## config.mk

```make
export PLATFORM = sky130hd
export DESIGN_NAME = porq_cmd_fifo
export DESIGN_NICKNAME = d
export VERILOG_FILES = /design/src/rtl/core/porq_pkg.sv /design/src/rtl/core/porq_cmd_fifo.sv
export SDC_FILE = /design/constraint.sdc
export NUM_CORES = 1
export LEC_CHECK = 0
export ABC_AREA = 1
export BUFFER_PORTS_ARGS = -buffer_cell sky130_fd_sc_hd__buf_2
export CELL_PAD_IN_SITES_DETAIL_PLACEMENT = 1
export CELL_PAD_IN_SITES_GLOBAL_PLACEMENT = 1
export CORE_MARGIN = 1.5
export CORE_UTILIZATION = 45
export DETAILED_ROUTE_END_ITERATION = 10
export PLACE_DENSITY = 0.95
export SETUP_SLACK_MARGIN = 0.05
export SYNTH_ARGS = -nofsm -noshare
export SYNTH_HDL_FRONTEND = slang
export SYNTH_SLANG_ARGS = --single-unit
```

## constraint.sdc

```tcl
create_clock -name clk -period 17.1 [get_ports clk]
set_input_delay 0.855 -clock clk [delete_from_list [all_inputs] [get_ports clk]]
set_output_delay 0.855 -clock clk [all_outputs]
set_load 0.02 [all_outputs]
```

## src/rtl/core/porq_pkg.sv

```systemverilog
package porq_pkg;

    localparam int DEF_QUEUE_DEPTH   = 64;
    localparam int DEF_FRAME_MODULUS = 1024;
    localparam int FRAME_W           = 10;
    localparam int REG_W             = 11;
    localparam int WORD_W            = 32;
    localparam int KIND_W            = 3;
    localparam logic [WORD_W-1:0] PAGING_TYPE = 32'd100;

    localparam logic [REG_W-1:0] PAGING_CYCLE_RST = 11'd64;
    localparam logic [REG_W-1:0] MIB_PERIOD_RST   = 11'd8;

    // register indexes
    localparam logic [0:0] REG_PAGING_CYCLE = 1'b0;
    localparam logic [0:0] REG_MIB_PERIOD   = 1'b1;

    // result kinds
    localparam logic [KIND_W-1:0] KIND_ACCEPT  = 3'd0;
    localparam logic [KIND_W-1:0] KIND_DROP    = 3'd1;
    localparam logic [KIND_W-1:0] KIND_IGNORE  = 3'd2;
    localparam logic [KIND_W-1:0] KIND_MIB     = 3'd3;
    localparam logic [KIND_W-1:0] KIND_RELEASE = 3'd4;

    // command from front end to back end
    typedef struct packed {
        logic              is_req;
        logic [WORD_W-1:0] msg_kind;
        logic [WORD_W-1:0] ue_ident;
        logic [WORD_W-1:0] area_code;
        logic [WORD_W-1:0] core_domain;
    } cmd_t;

    // one result beat
    typedef struct packed {
        logic [KIND_W-1:0]  kind;
        logic               mib_now;
        logic [FRAME_W-1:0] frame_now;
        logic [FRAME_W-1:0] frame_target;
        logic [WORD_W-1:0]  out_kind_code;
        logic [WORD_W-1:0]  out_ue;
        logic [WORD_W-1:0]  out_area;
        logic [WORD_W-1:0]  out_domain;
        logic               last;
    } res_t;

    function automatic logic [REG_W-1:0] clamp_reg(input logic [REG_W-1:0] v);
        logic [REG_W-1:0] r;
        r = v;
        if (v == '0)
            r = 11'd1;
        else if (v > 11'd1024)
            r = 11'd1024;
        return r;
    endfunction

endpackage

```

## src/rtl/core/porq_cmd_fifo.sv

```systemverilog
module porq_cmd_fifo
    import porq_pkg::*;
(
    input  logic clk,
    input  logic rst_n,
    input  logic wr_en,
    input  cmd_t wr_data,
    output logic full,
    input  logic rd_en,
    output cmd_t rd_data,
    output logic empty
);

    // two-entry queue between front and back
    cmd_t       mem_reg [2];
    logic       wptr_reg, rptr_reg;
    logic [1:0] cnt_reg;

    assign full    = (cnt_reg == 2'd2);
    assign empty   = (cnt_reg == 2'd0);
    assign rd_data = mem_reg[rptr_reg];

    always_ff @(posedge clk)
    begin
        if (wr_en && !full)
            mem_reg[wptr_reg] <= wr_data;
    end

    always_ff @(posedge clk or negedge rst_n)
    begin
        if (!rst_n)
        begin
            wptr_reg <= 1'b0;
            rptr_reg <= 1'b0;
            cnt_reg  <= 2'd0;
        end
        else
        begin
            if (wr_en && !full)
                wptr_reg <= ~wptr_reg;
            if (rd_en && !empty)
                rptr_reg <= ~rptr_reg;
            cnt_reg <= cnt_reg + 2'(wr_en && !full) - 2'(rd_en && !empty);
        end
    end

endmodule

```

==> results_dict.tcl <==
set metrics [dict create \
    status "finished clean" \
    intPower_mw 1.380 \
    netlist_instances 708 \
    grt_remaining_overflow 0 \
    slew-limit-headroom 0.2986 \
    postCtsHoldBufs 0 \
    final-hold-violation-count 0 \
    maxCapViolations 0 \
    avgRoutedWirePerCell_um 19.07 \
    netlist-cell-type-count 12 \
    antenna_found_initial 2 \
    layout.nets 1111 \
    fmax_ghz 0.2570 \
    seq_area_frac_synth 0.8133 \
    power_frac_seq 0.418 \
    path_clk_slew_ns 0.06 \
    p_leak_nw 5.179 \
    crit_fanout 70 \
    cts_buffers 27 \
    rows 53 \
    avgSynthCellArea_um2 13.63 \
    syn_to_final_growth_pct 23.64 \
    layout_min_cycle_time_ns 3.891 \
    critPathSlowestCell "dfrtp_4" \
    grt_pass1_wl_um 36400 \
    cts_num_sinks 262 \
    finalMaxSlewViolations 0 \
    worstSetupStartpoint "rptr_reg$_DFFE_PN0P_" \
    power.switching_uw 856.2 \
    firstDrtPassIters 4 \
    timing.critical_path.mode_cell "nand2_1" \
    postCtsSetupBuffers 0 \
    viasPerCell 4.967 \
    drc 0 \
    start_util 0.4590 \
    die_area_mm2 0.02233 \
    drive_gt1_frac 0.3108 \
    reg2reg_from "cnt_reg[0]$_DFF_PN0_" \
    reg2regPathDepth 6 \
    critPathMaxStageDelay_ns 0.71 \
    fp.dieW_um 149.4 \
    clk_path_buf_depth 3 \
    dr.first_iter.drc_count 283 \
    p_sw_frac 0.3829 \
    fin_tns_setup_ns 0 \
    tightest_slew_ns 1.052 \
    yosys_warnings 0 \
    grt_max_degree 83 \
    p_per_area_mw_per_mm2 187.4 \
    ir_drop_uv 113.6 \
    pwr-share-comb 0.345 \
    r2r_end "mem_reg[1][128]$_DFFE_PP_" \
    cts_resized 0 \
    hpwl_um 16200 \
    largest_register_ffs 258 \
    routed_wl_um 24160 \
    crit_arrival_ns 3.04 \
    grt_pass1_vias 6835 \
    cp.required_ns 16.25 \
    synthesis.nets 843 \
    track_usage 0.2138 \
    cp-end-kind "primary output" \
    synth-seq-cells 262 \
    vias 6293 \
    worstPathCellList "inv_4, buf_4, nand2_1, nand2_1, buf_2" \
    die_h_um 149.4 \
    setup_violations 0 \
    io_buffers 263 \
    clk_latency_ns 0.52 \
    pin_count 264 \
    hp-class "input port to asynchronous set/reset pin" \
    drtAntennaViolNets 0 \
    clkPwrFrac 0.236 \
    synthesis.area_mm2 0.009649 \
    start_kind "flop" \
    clock_skew_ns 0.007028 \
    worst-r2r-setup-slack_ns 14.20 \
    tritoncts "yes" \
    finalCritPeriodShare 0.2275 \
    core_mm2 0.02102 \
    path_class "flop to primary output" \
    htreeDepth 1 \
    holdWs_ns 0.1341 \
    rsz0062_at_grt "false" \
    gp_congestion 0.7299 \
    cts_root_buffer "clkbuf_16" \
]
==> power groups by stage <==
stage / clock network [mW] / registers (mW) / logic, mW
6_report: 0.528 / 0.935 / 0.772
5_1_grt: 0.564 / 0.949 / 0.845
2_1_floorplan: 0 / 0.936 / 0.527
3_3_place_gp: 0 / 0.934 / 0.746
3_5_place_dp: 0 / 0.948 / 0.779
4_1_cts: 0.541 / 0.937 / 0.787
==> critical path: cells and delay by family (launching register included) <==
family | cells | cell delay, ns
buffers and inverters | 3 | 1.45
DFF | 1 | 0.71
and+or+nand+nor | 2 | 0.30
==> per-stage QoR <==
step	util	power (mW)	cells	cell area, µm²	setup WS (ns)
2_1_floorplan	-	1.464	708	9649	10.18
5_1_grt	0.5674	2.358	1266	11930	12.93
3_3_place_gp	0.5303	1.680	1222	11150	13.82
3_5_place_dp	0.5303	1.727	1222	11150	13.74
6_report	0.5675	2.236	1267	11930	13.21
4_1_cts	0.5674	2.266	1266	11930	13.13
==> layout make-up <==
class / instances / area (µm²)
sequential: 262 / 7851
fill: 2184 / 9091
multi-input combinational: 406 / 1553
inverter: 11 / 46.29
tap: 275 / 344.1
clock inverter: 13 / 88.84
timing repair buffer: 268 / 1354
clock buffer: 31 / 690.7
antenna: 1 / 2.502
==> how the worst max path moves through the flow <==
stage	to	slack, ns	depth (start not counted)
after floorplan	mem_reg[1][0]$_DFFE_PP_	10.18	2
after global placement	rd_data[35]	13.82	5
after detailed placement	rd_data[66]	13.74	5
after CTS	rd_data[66]	13.13	5
after global routing	rd_data[66]	12.93	5
final	rd_data[66]	13.21	5
==> kinds of logic after synthesis <==
| kind of cell | count (synthesis) | synth area share |
|---|---|---|
| AND/OR/NAND/NOR | 404 | 0.1575 |
| adder cells (fa/ha/maj) | 2 | 0.002593 |
| flip-flops | 262 | 0.8133 |
| buffers and inverters | 40 | 0.02658 |
==> synth_stat cells <==
cell type	instances	share of area
buf_4	1	0.00078
edfxtp_1	258	0.80
nand3_1	3	0.0016
inv_1	10	0.0039
nor2_1	1	0.00039
ha_1	2	0.0026
dfrtp_1	4	0.010
inv_2	1	0.00039
buf_2	16	0.0083
nand2_1	400	0.16
buf_6	11	0.013
clkbuf_1	1	0.00039
==> placed cells by master, fill, tap and decap left out <==
cell	n
buf_2	263
buf_4	5
bufinv_16	1
clkbuf_1	4
clkbuf_16	27
clkinv_1	4
clkinv_2	7
dfrtp_1	3
dfrtp_4	1
diode_2	1
edfxtp_1	258
ha_1	2
inv_1	9
inv_4	2
inv_6	1
nand2_1	400
nand3_1	3
nor2_4	1
==> layer usage <==
metal	part of all wire	up-vias	global-route usage
met2	0.52	260	0.3878
li1	-	2905	-
met3	0.083	51	0.05640
met1	0.37	3075	0.2477
met5	0.00046	-	0
met4	0.023	2	0.06139
Power figures use the tool's default switching activity.
